### src/sv/opr_pkg.sv
// shared types, constants and helpers of the playout reorder buffer
`timescale 1ns / 1ps
package opr_pkg;

    localparam int RING_SLOTS = 16;
    localparam int SLOT_W     = $clog2(RING_SLOTS);
    localparam int STEP_W     = 32;
    localparam int OUT_SLOT_W = 4;
    localparam int LEAD_W     = 8;
    localparam int DRAIN_W    = 2;
    localparam int CFG_IDX_W  = 2;

    localparam logic [CFG_IDX_W-1:0] CFG_CATCHUP_LEAD = 2'd0;
    localparam logic [CFG_IDX_W-1:0] CFG_SKIP_LEAD    = 2'd1;
    localparam logic [CFG_IDX_W-1:0] CFG_MAX_DRAIN    = 2'd2;

    localparam logic ACT_BANK = 1'b0;
    localparam logic ACT_TICK = 1'b1;

    localparam logic [LEAD_W-1:0]  CATCHUP_RESET = 8'd4;
    localparam logic [LEAD_W-1:0]  SKIP_RESET    = 8'd6;
    localparam logic [DRAIN_W-1:0] DRAIN_RESET   = 2'd2;

    typedef enum logic [2:0] {
        ST_IDLE,
        ST_SEED,
        ST_LEAD,
        ST_CHECK,
        ST_SCAN,
        ST_SCAN_DONE,
        ST_FLUSH
    } opr_state_t;

    // controller to datapath
    typedef struct packed {
        logic bank;
        logic seed;
        logic emit;
        logic emit_scan;
        logic flush;
        logic scan_start;
        logic scan_step;
        logic rd_scan;
    } opr_cmd_t;

    // datapath to controller
    typedef struct packed {
        logic can_go;
        logic hit;
        logic skip_ok;
        logic behind2;
        logic scan_last;
        logic found;
        logic pend_valid;
        logic out_free;
    } opr_status_t;

    // ring slot of a step, masked to the output slot width
    function automatic logic [OUT_SLOT_W-1:0] slot_of(input logic [STEP_W-1:0] step);
        logic [STEP_W-1:0] masked;
        masked = step & STEP_W'(RING_SLOTS - 1);
        return masked[OUT_SLOT_W-1:0];
    endfunction

endpackage

### src/sv/opr_ctrl.sv
// controller state machine of the playout reorder buffer
`timescale 1ns / 1ps
module opr_ctrl (
    input  logic                aclk,
    input  logic                aresetn,
    input  logic                s_valid,
    input  logic                s_action,
    output logic                s_ready,
    input  opr_pkg::opr_status_t sts,
    output opr_pkg::opr_cmd_t    cmd
);
    import opr_pkg::*;

    opr_state_t state_reg, state_next;
    logic [1:0] adv_reg, adv_next;
    logic       emit_ok;

    assign emit_ok = !sts.pend_valid || sts.out_free;

    always_ff @(posedge aclk) begin
        if (!aresetn) begin
            state_reg <= ST_IDLE;
            adv_reg   <= 2'd0;
        end else begin
            state_reg <= state_next;
            adv_reg   <= adv_next;
        end
    end

    // next state
    always_comb begin
        state_next = state_reg;
        unique case (state_reg)
            ST_IDLE: begin
                if (s_valid && s_action == ACT_TICK) state_next = ST_SEED;
            end
            ST_SEED: state_next = ST_LEAD;
            ST_LEAD: state_next = ST_CHECK;
            ST_CHECK: begin
                priority if (adv_reg == 2'd0 || !sts.can_go) state_next = ST_FLUSH;
                else if (sts.hit)                            state_next = ST_CHECK;
                else if (sts.skip_ok)                        state_next = ST_SCAN;
                else                                         state_next = ST_FLUSH;
            end
            ST_SCAN: begin
                if (sts.scan_last) state_next = ST_SCAN_DONE;
            end
            ST_SCAN_DONE: begin
                if (!sts.found || emit_ok) state_next = ST_FLUSH;
            end
            ST_FLUSH: begin
                if (!sts.pend_valid || sts.out_free) state_next = ST_IDLE;
            end
            default: state_next = ST_IDLE;
        endcase
    end

    // outputs
    always_comb begin
        cmd      = '0;
        s_ready  = 1'b0;
        adv_next = adv_reg;
        unique case (state_reg)
            ST_IDLE: begin
                s_ready  = 1'b1;
                cmd.bank = s_valid && s_action == ACT_BANK;
            end
            ST_SEED: cmd.seed = 1'b1;
            ST_LEAD: adv_next = sts.behind2 ? 2'd2 : 2'd1;
            ST_CHECK: begin
                if (adv_reg != 2'd0 && sts.can_go) begin
                    priority if (sts.hit) begin
                        if (emit_ok) begin
                            cmd.emit = 1'b1;
                            adv_next = adv_reg - 2'd1;
                        end
                    end else if (sts.skip_ok) begin
                        cmd.scan_start = 1'b1;
                    end else begin
                        cmd = '0;
                    end
                end
            end
            ST_SCAN: begin
                cmd.rd_scan   = 1'b1;
                cmd.scan_step = 1'b1;
            end
            ST_SCAN_DONE: begin
                if (sts.found && emit_ok) begin
                    cmd.emit      = 1'b1;
                    cmd.emit_scan = 1'b1;
                end
            end
            ST_FLUSH: cmd.flush = sts.pend_valid && sts.out_free;
            default: cmd = '0;
        endcase
    end

endmodule

### config.mk
export PLATFORM = sky130hd
export DESIGN_NAME = opr_ctrl
export DESIGN_NICKNAME = d
export VERILOG_FILES = /design/src/sv/opr_pkg.sv /design/src/sv/opr_ctrl.sv
export SDC_FILE = /design/constraint.sdc
export NUM_CORES = 1
export LEC_CHECK = 0
export ABC_CLOCK_PERIOD_IN_PS = 4290
export BUFFER_PORTS_ARGS = -buffer_cell sky130_fd_sc_hd__buf_2
export CORE_AREA = 2 2 39 41
export CTS_CLUSTER_SIZE = 30
export DETAILED_ROUTE_END_ITERATION = 8
export DIE_AREA = 0 0 41 43
export HOLD_SLACK_MARGIN = 0.1
export PLACE_DENSITY = 0.74
export SYNTH_ARGS = -nofsm -noshare
export SYNTH_HDL_FRONTEND = slang
export SYNTH_SLANG_ARGS = --single-unit
### constraint.sdc
create_clock -name aclk -period 4.29 [get_ports aclk]
set_clock_uncertainty 0.15 [all_clocks]
set_input_delay 0.2145 -clock aclk [delete_from_list [all_inputs] [get_ports aclk]]
set_output_delay 0.2145 -clock aclk [all_outputs]
set_load 0.05 [all_outputs]
==> results_dict.tcl <==
set metrics [dict create \
    crit_buf_inv 1 \
    synth_cell_type_count 32 \
    worst_setup_path_start_kind "flip-flop" \
    synth_seq_cells 5 \
    crit_type "reg2out" \
    cts_setup_buffers 0 \
    slew_headroom 0.679 \
    placed_area_um2 572 \
    status "complete, no violations" \
    drc 0 \
    muxShareOfSynthArea 0.0518 \
    synthArstFlopShare 0 \
    cts_tree "done" \
    synthesis.nets 77 \
    synth_warnings 0 \
    finalWirelength_mm 1.09 \
    synth-compound-area-share 0.262 \
    detail_route.vias_per_cell 5.12 \
    grt_start_max_net_pins 16 \
    fin_tns_setup_ps 0 \
    root_buffer "clkbuf_4" \
    syn_area_per_cell_um2 7.55 \
    postSynthCellCount 64 \
    synth_edf_count 0 \
    reg2reg_slack_ps 2580 \
    dp_hpwl_um 900 \
    end_kind "output pin" \
    via_count 517 \
    grt_overflow 0 \
    grt_pass1_wl_mm 1.79 \
    synth-simple-area-share 0.350 \
    ir_drop_mv 0.320 \
    syn_to_final_growth_pct 25.9 \
    tightest_slew_ps 481 \
    num-nets-final 99 \
    dr.first_iter.drc_count 1 \
    die_h_um 43 \
    post-route-period-util 0.458 \
    place_congestion 0.797 \
    fillers 153 \
    final_area_um2 608 \
    p_total_mw 0.431 \
    start_util 0.349 \
    track_usage 0.146 \
    max_cap_viol_count 0 \
    io_pins 21 \
    setup_viol 0 \
    dr.pass1.iters 2 \
    cts-htree-levels 1 \
    hold_slack_ps 202 \
    rows 14 \
    cts_resized 0 \
    antenna_left 0 \
    slowest_stage "or3_1" \
    yosysSeqAreaShare 0.207 \
    arrival_ps 1600 \
    clock-sinks 5 \
    finalMaxSlewViolations 0 \
    setup_slack_ps 2330 \
    clkTransAtPathRegs_ps 40 \
    timing.fmax_ghz 0.509 \
    critPathRequiredTime_ps 3930 \
    numCtsBuffers 3 \
    grt_setup_unrepaired "no" \
    hold_viol 0 \
    post-route-min-period_ps 1960 \
    synth_top_family_by_area "simple AND/OR/NAND/NOR gates" \
    synthFlopType "dfxtp_1" \
    grt_pass1_vias 459 \
    path_delay_family "simple AND/OR/NAND/NOR gates" \
    crit_chain "or3_1, nor3b_1, buf_2" \
    hold_buffers 1 \
    num_antenna_cells 0 \
    clock_latency_ps 240 \
    antenna_found_initial 0 \
    p_leak_nw 0.289 \
    worst_hold_path_type "in2reg" \
    synth-xor-area-share 0 \
    die_w_um 41 \
    crit_fanout 11 \
    clock_path_buffers 2 \
    slowest_delay_ps 460 \
    p_per_area_mw_per_mm2 709 \
    drive_above_1_share 0.306 \
    syn_area_um2 483 \
    synthAdderAreaFrac 0.0259 \
    largest_reg_flops 3 \
    core_area_mm2 0.00138 \
    port_buffers 20 \
    avgRoutedWirePerCell_um 10.8 \
    die_area_mm2 0.00176 \
    preCtsSetupSlack_ps 2580 \
]
[metal layers]
layer / track usage / wire (um) / share of wire
met3: 0.0785 / 67 / 0.061
met2: 0.238 / 547 / 0.50
met5: 0 / 0 / 0
met4: 0.00667 / 0 / 0
met1: 0.170 / 476 / 0.44
[area by class of cell]
| type | instances | area, um^2 | share of cell area |
|---|---|---|---|
| well taps | 16 | 20.0 | 0.0329 |
| flip-flops and latches | 5 | 100 | 0.165 |
| multi-input cells | 50 | 333 | 0.547 |
| repair buffers | 21 | 110 | 0.181 |
| inverters | 5 | 18.8 | 0.0309 |
| clock buffers | 4 | 26.3 | 0.0432 |
[cells in the mapped netlist, types with 2 or more instances]
cell type	number	share of area
nor2_1	4	0.031
dfxtp_1	5	0.21
nand2_1	9	0.070
a21oi_1	4	0.041
and3b_1	2	0.036
inv_1	5	0.039
o21ai_0	2	0.021
nor3_1	4	0.041
o31a_1	2	0.036
nand3_1	2	0.021
buf_4	2	0.031
nand2b_1	3	0.039
[power by group]
group / internal (mW) / leakage, nW / switching (mW)
Combinational: 0.101 / 0.233 / 0.169
Clock: 0.0351 / 0.0150 / 0.0188
Sequential: 0.0650 / 0.0411 / 0.0420
[tightest hold or removal path: stages]
cell,delay [ps]
buf_2,100
o31a_1,130
o31a_1,120
[kinds of logic (layout without fill, tap and decap cells)]
| group | Yosys count | count (layout) |
|---|---|---|
| DFF | 5 | 5 |
| adders and majority gates | 1 | 1 |
| AOI/OAI and AO/OA | 15 | 15 |
| buffers and inverters | 9 | 30 |
| and+or+nand+nor | 32 | 32 |
| muxes | 2 | 2 |
[worst paths after layout]
| kind | from | to | cells after the start |
|---|---|---|---|
| max | state_reg[1]$_SDFFE_PN0P_ | cmd[7] | 3 |
| min | sts[6] | state_reg[1]$_SDFFE_PN0P_ | 3 |
| max reg2reg | state_reg[0]$_SDFFE_PN0P_ | state_reg[2]$_SDFFE_PN0P_ | 4 |
| min reg2reg | adv_reg[1]$_SDFFE_PN0P_ | adv_reg[1]$_SDFFE_PN0P_ | 2 |
[stage by stage]
step,std cells,utilization
after global placement,96,0.413
after detailed placement,96,0.413
after CTS,101,0.439
after floorplan,64,-
final,101,0.439
after global routing,101,0.439
[cells in the final DEF, fill, tap and decap left out, drive strengths merged]
cell type | netlist | final
a21oi | 4 | 4
and2 | 1 | 1
and2b | 1 | 1
and3 | 1 | 1
and3b | 2 | 2
buf | 4 | 20
clkbuf | 0 | 4
dfxtp | 5 | 5
dlygate4sd3 | 0 | 1
ha | 1 | 1
inv | 5 | 5
mux2 | 1 | 1
mux2i | 1 | 1
nand2 | 9 | 9
nand2b | 3 | 3
nand3 | 2 | 2
nand3b | 1 | 1
nor2 | 4 | 4
nor2b | 1 | 1
nor3 | 4 | 4
nor3b | 1 | 1
nor4 | 1 | 1
o2111ai | 1 | 1
o211a | 1 | 1
o21a | 1 | 1
o21ai | 3 | 3
o221a | 1 | 1
o22a | 1 | 1
o31a | 2 | 2
o32ai | 1 | 1
or3 | 1 | 1
Note: power is estimated with default switching activity, not from simulation.
