[src/sv/opr_pkg.sv]
// shared types, constants and helpers of the playout reorder buffer
`timescale 1ns / 1ps
package opr_pkg;

    localparam int RING_SLOTS = 16;
    localparam int SLOT_W     = $clog2(RING_SLOTS);
    localparam int STEP_W     = 32;
    localparam int OUT_SLOT_W = 4;
    localparam int LEAD_W     = 8;
    localparam int DRAIN_W    = 2;
    localparam int CFG_IDX_W  = 2;

    localparam logic [CFG_IDX_W-1:0] CFG_CATCHUP_LEAD = 2'd0;
    localparam logic [CFG_IDX_W-1:0] CFG_SKIP_LEAD    = 2'd1;
    localparam logic [CFG_IDX_W-1:0] CFG_MAX_DRAIN    = 2'd2;

    localparam logic ACT_BANK = 1'b0;
    localparam logic ACT_TICK = 1'b1;

    localparam logic [LEAD_W-1:0]  CATCHUP_RESET = 8'd4;
    localparam logic [LEAD_W-1:0]  SKIP_RESET    = 8'd6;
    localparam logic [DRAIN_W-1:0] DRAIN_RESET   = 2'd2;

    typedef enum logic [2:0] {
        ST_IDLE,
        ST_SEED,
        ST_LEAD,
        ST_CHECK,
        ST_SCAN,
        ST_SCAN_DONE,
        ST_FLUSH
    } opr_state_t;

    // controller to datapath
    typedef struct packed {
        logic bank;
        logic seed;
        logic emit;
        logic emit_scan;
        logic flush;
        logic scan_start;
        logic scan_step;
        logic rd_scan;
    } opr_cmd_t;

    // datapath to controller
    typedef struct packed {
        logic can_go;
        logic hit;
        logic skip_ok;
        logic behind2;
        logic scan_last;
        logic found;
        logic pend_valid;
        logic out_free;
    } opr_status_t;

    // ring slot of a step, masked to the output slot width
    function automatic logic [OUT_SLOT_W-1:0] slot_of(input logic [STEP_W-1:0] step);
        logic [STEP_W-1:0] masked;
        masked = step & STEP_W'(RING_SLOTS - 1);
        return masked[OUT_SLOT_W-1:0];
    endfunction

endpackage

[src/sv/opr_dp.sv]
// datapath of the playout reorder buffer: ring, cursor, search and result registers
`timescale 1ns / 1ps
module opr_dp (
    input  logic                            aclk,
    input  logic                            aresetn,
    input  opr_pkg::opr_cmd_t               cmd,
    output opr_pkg::opr_status_t            sts,
    input  logic [opr_pkg::STEP_W-1:0]      s_step_number,
    input  logic                            cfg_valid,
    input  logic [opr_pkg::CFG_IDX_W-1:0]   cfg_index,
    input  logic [opr_pkg::LEAD_W-1:0]      cfg_data,
    output logic                            m_valid,
    input  logic                            m_ready,
    output logic [opr_pkg::STEP_W-1:0]      m_adopted_step,
    output logic [opr_pkg::OUT_SLOT_W-1:0]  m_slot_index,
    output logic                            m_was_skip,
    output logic                            m_last_of_tick
);
    import opr_pkg::*;

    logic [STEP_W-1:0]     slot_step_reg [RING_SLOTS];
    logic [RING_SLOTS-1:0] slot_vld_reg;
    logic [STEP_W-1:0]     cursor_reg, highest_reg;
    logic [LEAD_W-1:0]     catchup_reg, skip_reg;
    logic [DRAIN_W-1:0]    drain_reg;

    logic [SLOT_W-1:0]     scan_idx_reg;
    logic [STEP_W-1:0]     best_reg;
    logic                  found_reg;

    logic                  pend_valid_reg;
    logic [STEP_W-1:0]     pend_step_reg;
    logic                  pend_skip_reg;

    logic                  out_valid_reg;
    logic [STEP_W-1:0]     out_step_reg;
    logic [OUT_SLOT_W-1:0] out_slot_reg;
    logic                  out_skip_reg;
    logic                  out_last_reg;

    logic [STEP_W-1:0]     nxt;
    logic [SLOT_W-1:0]     rd_addr;
    logic [STEP_W-1:0]     rd_data;
    logic [STEP_W:0]       catchup_sum, skip_sum;
    logic                  cand;
    logic [STEP_W-1:0]     new_step;
    logic                  out_free;
    logic                  bank_we;

    assign nxt      = cursor_reg + 32'd1;
    assign rd_addr  = cmd.rd_scan ? scan_idx_reg : nxt[SLOT_W-1:0];
    // an empty slot reads as step zero
    assign rd_data  = slot_vld_reg[rd_addr] ? slot_step_reg[rd_addr] : '0;
    assign catchup_sum = {1'b0, cursor_reg} + {{(STEP_W+1-LEAD_W){1'b0}}, catchup_reg};
    assign skip_sum    = {1'b0, cursor_reg} + {{(STEP_W+1-LEAD_W){1'b0}}, skip_reg};
    assign cand     = rd_data > cursor_reg && (!found_reg || rd_data < best_reg);
    assign new_step = cmd.emit_scan ? best_reg : nxt;
    assign out_free = !out_valid_reg || m_ready;
    assign bank_we  = cmd.bank && s_step_number != '0;

    assign sts.can_go     = cursor_reg < highest_reg;
    assign sts.hit        = rd_data == nxt;
    assign sts.skip_ok    = {1'b0, highest_reg} > skip_sum;
    assign sts.behind2    = ({1'b0, highest_reg} > catchup_sum) && drain_reg >= 2'd2;
    assign sts.scan_last  = scan_idx_reg == SLOT_W'(RING_SLOTS - 1);
    assign sts.found      = found_reg;
    assign sts.pend_valid = pend_valid_reg;
    assign sts.out_free   = out_free;

    // ring payload
    always_ff @(posedge aclk) begin
        if (bank_we) slot_step_reg[s_step_number[SLOT_W-1:0]] <= s_step_number;
    end

    // control state and registers
    always_ff @(posedge aclk) begin
        if (!aresetn) begin
            slot_vld_reg   <= '0;
            cursor_reg     <= '0;
            highest_reg    <= '0;
            catchup_reg    <= CATCHUP_RESET;
            skip_reg       <= SKIP_RESET;
            drain_reg      <= DRAIN_RESET;
            found_reg      <= 1'b0;
            pend_valid_reg <= 1'b0;
            out_valid_reg  <= 1'b0;
        end else begin
            if (cfg_valid) begin
                unique case (cfg_index)
                    CFG_CATCHUP_LEAD: catchup_reg <= cfg_data;
                    CFG_SKIP_LEAD:    skip_reg    <= cfg_data;
                    CFG_MAX_DRAIN:    drain_reg   <= cfg_data[DRAIN_W-1:0];
                    default:          drain_reg   <= drain_reg;
                endcase
            end
            if (bank_we) begin
                slot_vld_reg[s_step_number[SLOT_W-1:0]] <= 1'b1;
                if (s_step_number > highest_reg) highest_reg <= s_step_number;
            end
            if (cmd.seed && cursor_reg == '0 && highest_reg != '0) begin
                cursor_reg <= highest_reg - 32'd1;
            end
            if (cmd.emit) cursor_reg <= new_step;
            if (cmd.scan_start) found_reg <= 1'b0;
            else if (cmd.scan_step && cand) found_reg <= 1'b1;

            if (cmd.emit) pend_valid_reg <= 1'b1;
            else if (cmd.flush) pend_valid_reg <= 1'b0;

            if ((cmd.emit && pend_valid_reg) || cmd.flush) out_valid_reg <= 1'b1;
            else if (m_ready) out_valid_reg <= 1'b0;
        end
    end

    // search and result payload
    always_ff @(posedge aclk) begin
        if (cmd.scan_start) scan_idx_reg <= '0;
        else if (cmd.scan_step) scan_idx_reg <= scan_idx_reg + SLOT_W'(1);
        if (cmd.scan_step && cand) best_reg <= rd_data;
        if (cmd.emit) begin
            pend_step_reg <= new_step;
            pend_skip_reg <= cmd.emit_scan;
        end
        // pending result moves out; last only when the tick ends
        if ((cmd.emit && pend_valid_reg) || cmd.flush) begin
            out_step_reg <= pend_step_reg;
            out_slot_reg <= slot_of(pend_step_reg);
            out_skip_reg <= pend_skip_reg;
            out_last_reg <= cmd.flush;
        end
    end

    assign m_valid        = out_valid_reg;
    assign m_adopted_step = out_step_reg;
    assign m_slot_index   = out_slot_reg;
    assign m_was_skip     = out_skip_reg;
    assign m_last_of_tick = out_last_reg;

endmodule

[config.mk]
export PLATFORM = sky130hd
export DESIGN_NAME = opr_dp
export DESIGN_NICKNAME = d
export VERILOG_FILES = /design/src/sv/opr_pkg.sv /design/src/sv/opr_dp.sv
export SDC_FILE = /design/constraint.sdc
export NUM_CORES = 1
export LEC_CHECK = 0
export BUFFER_PORTS_ARGS = -buffer_cell sky130_fd_sc_hd__clkbuf_2
export CAP_MARGIN = 30
export CORE_ASPECT_RATIO = 0.7
export CORE_MARGIN = 1
export CORE_UTILIZATION = 30
export CTS_CLUSTER_DIAMETER = 120
export DETAILED_ROUTE_END_ITERATION = 7
export SYNTH_ARGS = -nofsm -noshare
export SYNTH_HDL_FRONTEND = slang
export SYNTH_SLANG_ARGS = --single-unit
[constraint.sdc]
create_clock -name aclk -period 6.9 [get_ports aclk]
set_clock_uncertainty 0.15 [all_clocks]
set_input_delay 0.345 -clock aclk [delete_from_list [all_inputs] [get_ports aclk]]
set_output_delay 0.345 -clock aclk [all_outputs]
set_load 0.01 [all_outputs]
==> results.sh, run 1 <==
export IMPL_groute_usage_overall_pct=19.2
export IMPL_post_synth_inst_count=2681
export IMPL_synth_edf_count=611
export IMPL_cp_end_kind="primary output"
export IMPL_rows=104
export IMPL_syn_area_sq_um=35000
export IMPL_p_leak_nw=14.9
export IMPL_postSynthAreaPerCell_sq_um=13.1
export IMPL_synth_most_common_cell="edfxtp_1"
export IMPL_ant_nets=0
export IMPL_synth_seq_area_share_pct=58.3
export IMPL_rsz0062_at_grt="false"
export IMPL_synth_async_reset_ratio_pct=0
export IMPL_fin_crit_ps=6480
export IMPL_multi_input_area_sq_um=13700
export IMPL_vias=23969
export IMPL_hold_viol_final=0
export IMPL_start_kind="register"
export IMPL_clock_fmax_mhz=154
export IMPL_worstMarginPinSlew_ps=1050
export IMPL_initial_core_util_pct=30.3
export IMPL_vdd_ir_drop_max_v=0.000201
export IMPL_crit_required_ps=6400
export IMPL_nNetsFinal=3109
export IMPL_seq_area_sq_um=20400
export IMPL_cap_violations=0
export IMPL_clk_path_buf_depth=3
export IMPL_place_area_sq_um=37800
export IMPL_post_route_period_util_pct=94.0
export IMPL_synth_area_top_cells="edfxtp_1, ha_1, dfxtp_1"
export IMPL_diodes=0
export IMPL_maxSlewViolCount=0
export IMPL_post_cts_setup_buffers=0
export IMPL_max_slew_margin_pct=29.9
export IMPL_die_x_um=410
export IMPL_grt_overflow_total=0
export IMPL_wl_per_cell_um=25.9
export IMPL_clock_sinks=715
export IMPL_grt_max_degree=80
export IMPL_area_growth_pct=15.2
export IMPL_pwr_share_comb_pct=15.3
export IMPL_first_iter_violations=3127
export IMPL_antenna_found_initial=6
export IMPL_drive_above_1_share_pct=15.2
export IMPL_violations="design-rule violations"
export IMPL_io_buffers=100
export IMPL_cts_htree_levels=3
export IMPL_grt_pass1_wl_mm=165
export IMPL_p_seq_share_pct=47.3
export IMPL_intPower_w=0.00764
export IMPL_power_density_nw_per_um2=260
export IMPL_dieArea_sq_um=118000
export IMPL_drc_errors=5
export IMPL_p_sw_w=0.00286
export IMPL_synth_top_area_share_pct=52.4
export IMPL_synth_common_cells="edfxtp_1, nand2_1, ha_1"
export IMPL_root_buffer="clkbuf_16"
export IMPL_fillers=11213
export IMPL_clkPwrFrac_pct=37.4
export IMPL_drt_wl_total_mm=115
export IMPL_cts_tree="built"
export IMPL_postLayoutCellArea_sq_um=40300
export IMPL_synth_ff_type="edfxtp_1"
export IMPL_drtPass1Iterations=8
export IMPL_status="finished with violations"
export IMPL_viasPerCell=5.41
export IMPL_clkLatencyLatePin_ps=650
export IMPL_critPathMaxFanout=8
export IMPL_ys_types=77
export IMPL_switching_share_pct=27.2
export IMPL_first_global_vias=22447
export IMPL_design_core_area_sq_um=115000
export IMPL_worstPathArrival_ps=5990
export IMPL_hp_class="in -> reg"
export IMPL_cts_buffers=71
export IMPL_yosys_area_top_type="edfxtp_1"
export IMPL_ys_warn_count=0
export IMPL_place_congestion=1.03
export IMPL_cts_resized_gates=0
export IMPL_clkTransAtPathRegs_ps=70
export IMPL_largest_register_ffs=512
export IMPL_hpwl_mm=82.2
export IMPL_critical_path_class="reg -> out"
export IMPL_setup_tns_final_ps=0
export IMPL_synth_nets=2947
export IMPL_ios=101
export IMPL_dieHeight_um=288
export IMPL_ys_ff_latch=715
export IMPL_setup_violations=0
-- power by group through the flow --
stage                     Clock, W  Sequential, W  Combinational [W]
final                      0.00392        0.00497            0.00161
after global routing       0.00414        0.00497            0.00172
after CTS                  0.00399        0.00496            0.00158
after detailed placement         0        0.00505            0.00156
after global placement           0        0.00505            0.00155
after floorplan                  0        0.00499           0.000964
-- critical path: stages, from the launching register on --
cell and delay, ps:
dfxtp_1 380, buf_4 220, ha_1 240, fa_1 420, a21oi_1 150, nor2_1 60, nor2_1 220, o21bai_1 90
a21oi_1 220, o21bai_1 110, a21oi_1 410, nand2b_1 350, nor2_1 100, xnor2_1 150, ha_1 310, nand4_1 110
nor2_1 160, and3_1 260, o21ai_0 220, a2111oi_0 500, o31ai_1 150, a21oi_1 320, clkbuf_2 210
-- cell usage in the layout, fill, tap and decap left out, types with 15 or more instances in the layout --
cell           count
xor2_1            18
clkbuf_1          15
a21o_1            65
buf_4             89
inv_1            115
nand4_1           60
mux2i_1           93
nor2_1           105
nor3_1            39
dfxtp_1          104
edfxtp_1         611
o211a_1           35
dlygate4sd3_1     18
o21ai_0           41
ha_1             210
clkbuf_2          99
a21oi_1           96
xnor2_1          123
o21a_1            30
mux4_2            85
and3_1            18
nand3_1           94
nor2b_1           35
nand2b_1          19
a22oi_1           45
nand2_1          285
o211ai_1          31
nor4_1            25
clkbuf_16         74
-- path summary, 6_finish.rpt --
kind                                        from                   end  slack [ps]  cells after the start
worst max-delay path               cursor_reg[0]                sts[4]         420                     22
worst min-delay path            s_step_number[4]  slot_step_reg[11][4]          50                      2
worst max register to register     cursor_reg[1]          best_reg[19]         850                     20
worst min register to register  pend_step_reg[5]     m_adopted_step[5]         260                      0
-- final cells by class --
cell class                 instances  share of cell area (%)
clock buffer                      97                    5.00
clock inverter                    30                   0.713
inverter                         121                    1.13
multi-input combinational       1718                    34.0
sequential                       715                    50.6
tap                             1537                    4.77
timing repair buffer             216                    3.75
-- metal layers --
layer | GRT usage (%) | share of wire [%] | vias to the layer above
met2 | 25.5 | 39 | 1263
met5 | 0 | 0.032 | -
met1 | 30.3 | 48 | 12089
met3 | 5.41 | 12 | 126
met4 | 4.05 | 1.7 | 6
li1 | - | - | 10485
-- per-stage QoR --
stage,util (%),std cells,worst slack [ps],total power [W],hold WS (ps)
floorplan,-,2681,729,0.00596,250
global placement,32.8,4286,680,0.00660,254
detailed placement,32.8,4288,930,0.00661,255
CTS,34.9,4433,528,0.0105,9.77
global route,35.0,4434,148,0.0108,40.8
finish,35.0,4434,415,0.0105,49.9
-- timing repair --
item | 4_1_cts | 5_1_grt
hold buffers | 18 | 0
endpoints found under the hold margin | 43 | 0
setup endpoints to repair | 0 | 0
-- logic make-up after synthesis --
family	Yosys count	share of synthesized area [%]
mux	188	8.47
buf+inv	248	3.13
xor+xnor	143	3.62
compound gates	438	8.91
simple gates	737	9.92
flops	715	58.3
fa+ha+maj	212	7.62
(Power assumes the default switching activity.)
==> run 2, diff against run 1 <==
- BUFFER_PORTS_ARGS: -buffer_cell sky130_fd_sc_hd__clkbuf_2 -> -buffer_cell sky130_fd_sc_hd__buf_2
==> results.sh, run 2 (same netlist as run 1, synthesis figures left out) <==
export IMPL_cp_slowest_stage_delay_ps=970
export IMPL_setup_tns_final_ps=0
export IMPL_first_iter_violations=2916
export IMPL_die_x_um=410
export IMPL_ios=101
export IMPL_area_growth_pct=15.7
export IMPL_dieArea_sq_um=118000
export IMPL_worstPathCellList="buf_4, inv_1, ha_1, mux2_4, a211oi_4, buf_4, a22oi_1, a22oi_1, xor2_1, nor4_1, nand4_1, a2111oi_2, and4_1, buf_2"
export IMPL_worstMarginPinSlew_ps=1190
export IMPL_groute_usage_overall_pct=19.1
export IMPL_slowest_stage="a22oi_1"
export IMPL_design_core_area_sq_um=115000
export IMPL_power_density_nw_per_um2=264
export IMPL_r2r_slack_ps=690
export IMPL_vdd_ir_drop_max_v=0.000178
export IMPL_critical_path_class="reg -> out"
export IMPL_crit_required_ps=6400
export IMPL_max_slew_margin_pct=20.5
export IMPL_dp_slack_ps=804
export IMPL_grt_overflow_total=0
export IMPL_nNetsFinal=3116
export IMPL_cts_tree="built"
export IMPL_fin_ws_ps=472
export IMPL_cts_buffers=71
export IMPL_worstPathArrival_ps=5930
export IMPL_ctsHoldBuffers=35
export IMPL_clkPwrFrac_pct=38.8
export IMPL_p_seq_share_pct=46.3
export IMPL_drc_errors=8
export IMPL_hpwl_mm=81.4
export IMPL_drt_wl_total_mm=114
export IMPL_cts_htree_levels=3
export IMPL_drtPass1Iterations=8
export IMPL_cts_resized_gates=0
export IMPL_io_buffers=100
export IMPL_start_kind="register"
export IMPL_viasPerCell=5.33
export IMPL_clk_path_buf_depth=3
export IMPL_p_leak_nw=14.9
export IMPL_clock_fmax_mhz=156
export IMPL_rsz0062_at_grt="false"
export IMPL_initial_core_util_pct=30.3
export IMPL_status="finished with violations"
export IMPL_intPower_w=0.00783
export IMPL_rows=104
export IMPL_reg2reg_depth=20
export IMPL_critPathMaxFanout=11
export IMPL_drive_above_1_share_pct=14.7
export IMPL_fin_crit_ps=6430
export IMPL_grt_max_degree=91
export IMPL_cp_end_kind="primary output"
export IMPL_place_congestion=0.992
export IMPL_violations="design-rule violations"
export IMPL_grt_pass1_wl_mm=163
export IMPL_worstHoldPathCells=1
export IMPL_root_buffer="clkbuf_16"
export IMPL_mostFrequentLayoutCells="edfxtp_1, nand2_1, ha_1, xnor2_1, inv_1"
export IMPL_maxSlewViolCount=0
export IMPL_clkLatencyLatePin_ps=660
export IMPL_clkTransAtPathRegs_ps=70
export IMPL_vias=23681
export IMPL_wl_per_cell_um=25.6
export IMPL_cap_violations=0
export IMPL_pwr_share_comb_pct=14.9
export IMPL_ant_nets=0
export IMPL_post_cts_setup_buffers=0
export IMPL_hold_viol_final=0
export IMPL_antenna_found_initial=9
export IMPL_clock_sinks=715
export IMPL_dieHeight_um=288
export IMPL_switching_share_pct=26.9
export IMPL_p_sw_w=0.00288
export IMPL_setup_violations=0
export IMPL_final_common_cell="edfxtp_1"
export IMPL_largest_register_ffs=512
export IMPL_hp_class="in -> reg"
export IMPL_first_global_vias=22336
export IMPL_post_route_period_util_pct=93.2
[run 2: final timing paths]
kind	endpoint	startpoint
max reg2reg	best_reg[25]	cursor_reg[1]
max	sts[6]	cursor_reg[1]
min	slot_step_reg[7][22]	s_step_number[22]
min reg2reg	m_adopted_step[31]	pend_step_reg[31]
[run 2: area by class of cell]
class,count,area (sq um)
Antenna cell,1,2.50
Clock buffer,92,1930
Clock inverter,36,508
Fill cell,11160,74900
Inverter,121,457
Multi-Input combinational cell,1718,13700
Sequential cell,715,20400
Tap cell,1537,1920
Timing Repair Buffer,223,1580
[run 2: metal layers]
layer	GRT usage, %	part of all wire [%]	vias to the layer above
met5	0	0.050	-
met4	4.66	2.2	8
met3	7.63	13	152
met2	24.7	38	1212
met1	29.0	47	11792
li1	-	-	10517
[run 2: worst max-delay path: cells and delay by family (launching register included)]
family	cells	cell delay, ps
AOI/OAI and AO/OA	4	2040
DFF	1	460
and+or+nand+nor	3	940
adders and majority gates	1	380
muxes	1	400
xor gates and xnor gates	1	150
buffers and inverters	4	880
[run 2: power groups by stage]
stage	registers, W	logic, W	clock network, W
2_1_floorplan	0.00499	0.000964	0
3_3_place_gp	0.00504	0.00153	0
3_5_place_dp	0.00505	0.00154	0
4_1_cts	0.00495	0.00156	0.00421
5_1_grt	0.00497	0.00172	0.00437
6_report	0.00496	0.00160	0.00415
[run 2: per-stage QoR]
step	area [sq um]	utilization, %	cells	hold slack, ps	power [W]
after detailed placement	37700	32.7	4278	256	0.00659
after global placement	37700	32.7	4275	252	0.00657
after floorplan	35000	-	2681	250	0.00596
after global routing	40500	35.1	4443	20.3	0.0111
final	40500	35.1	4443	27.6	0.0107
after CTS	40500	35.1	4441	3.12	0.0107
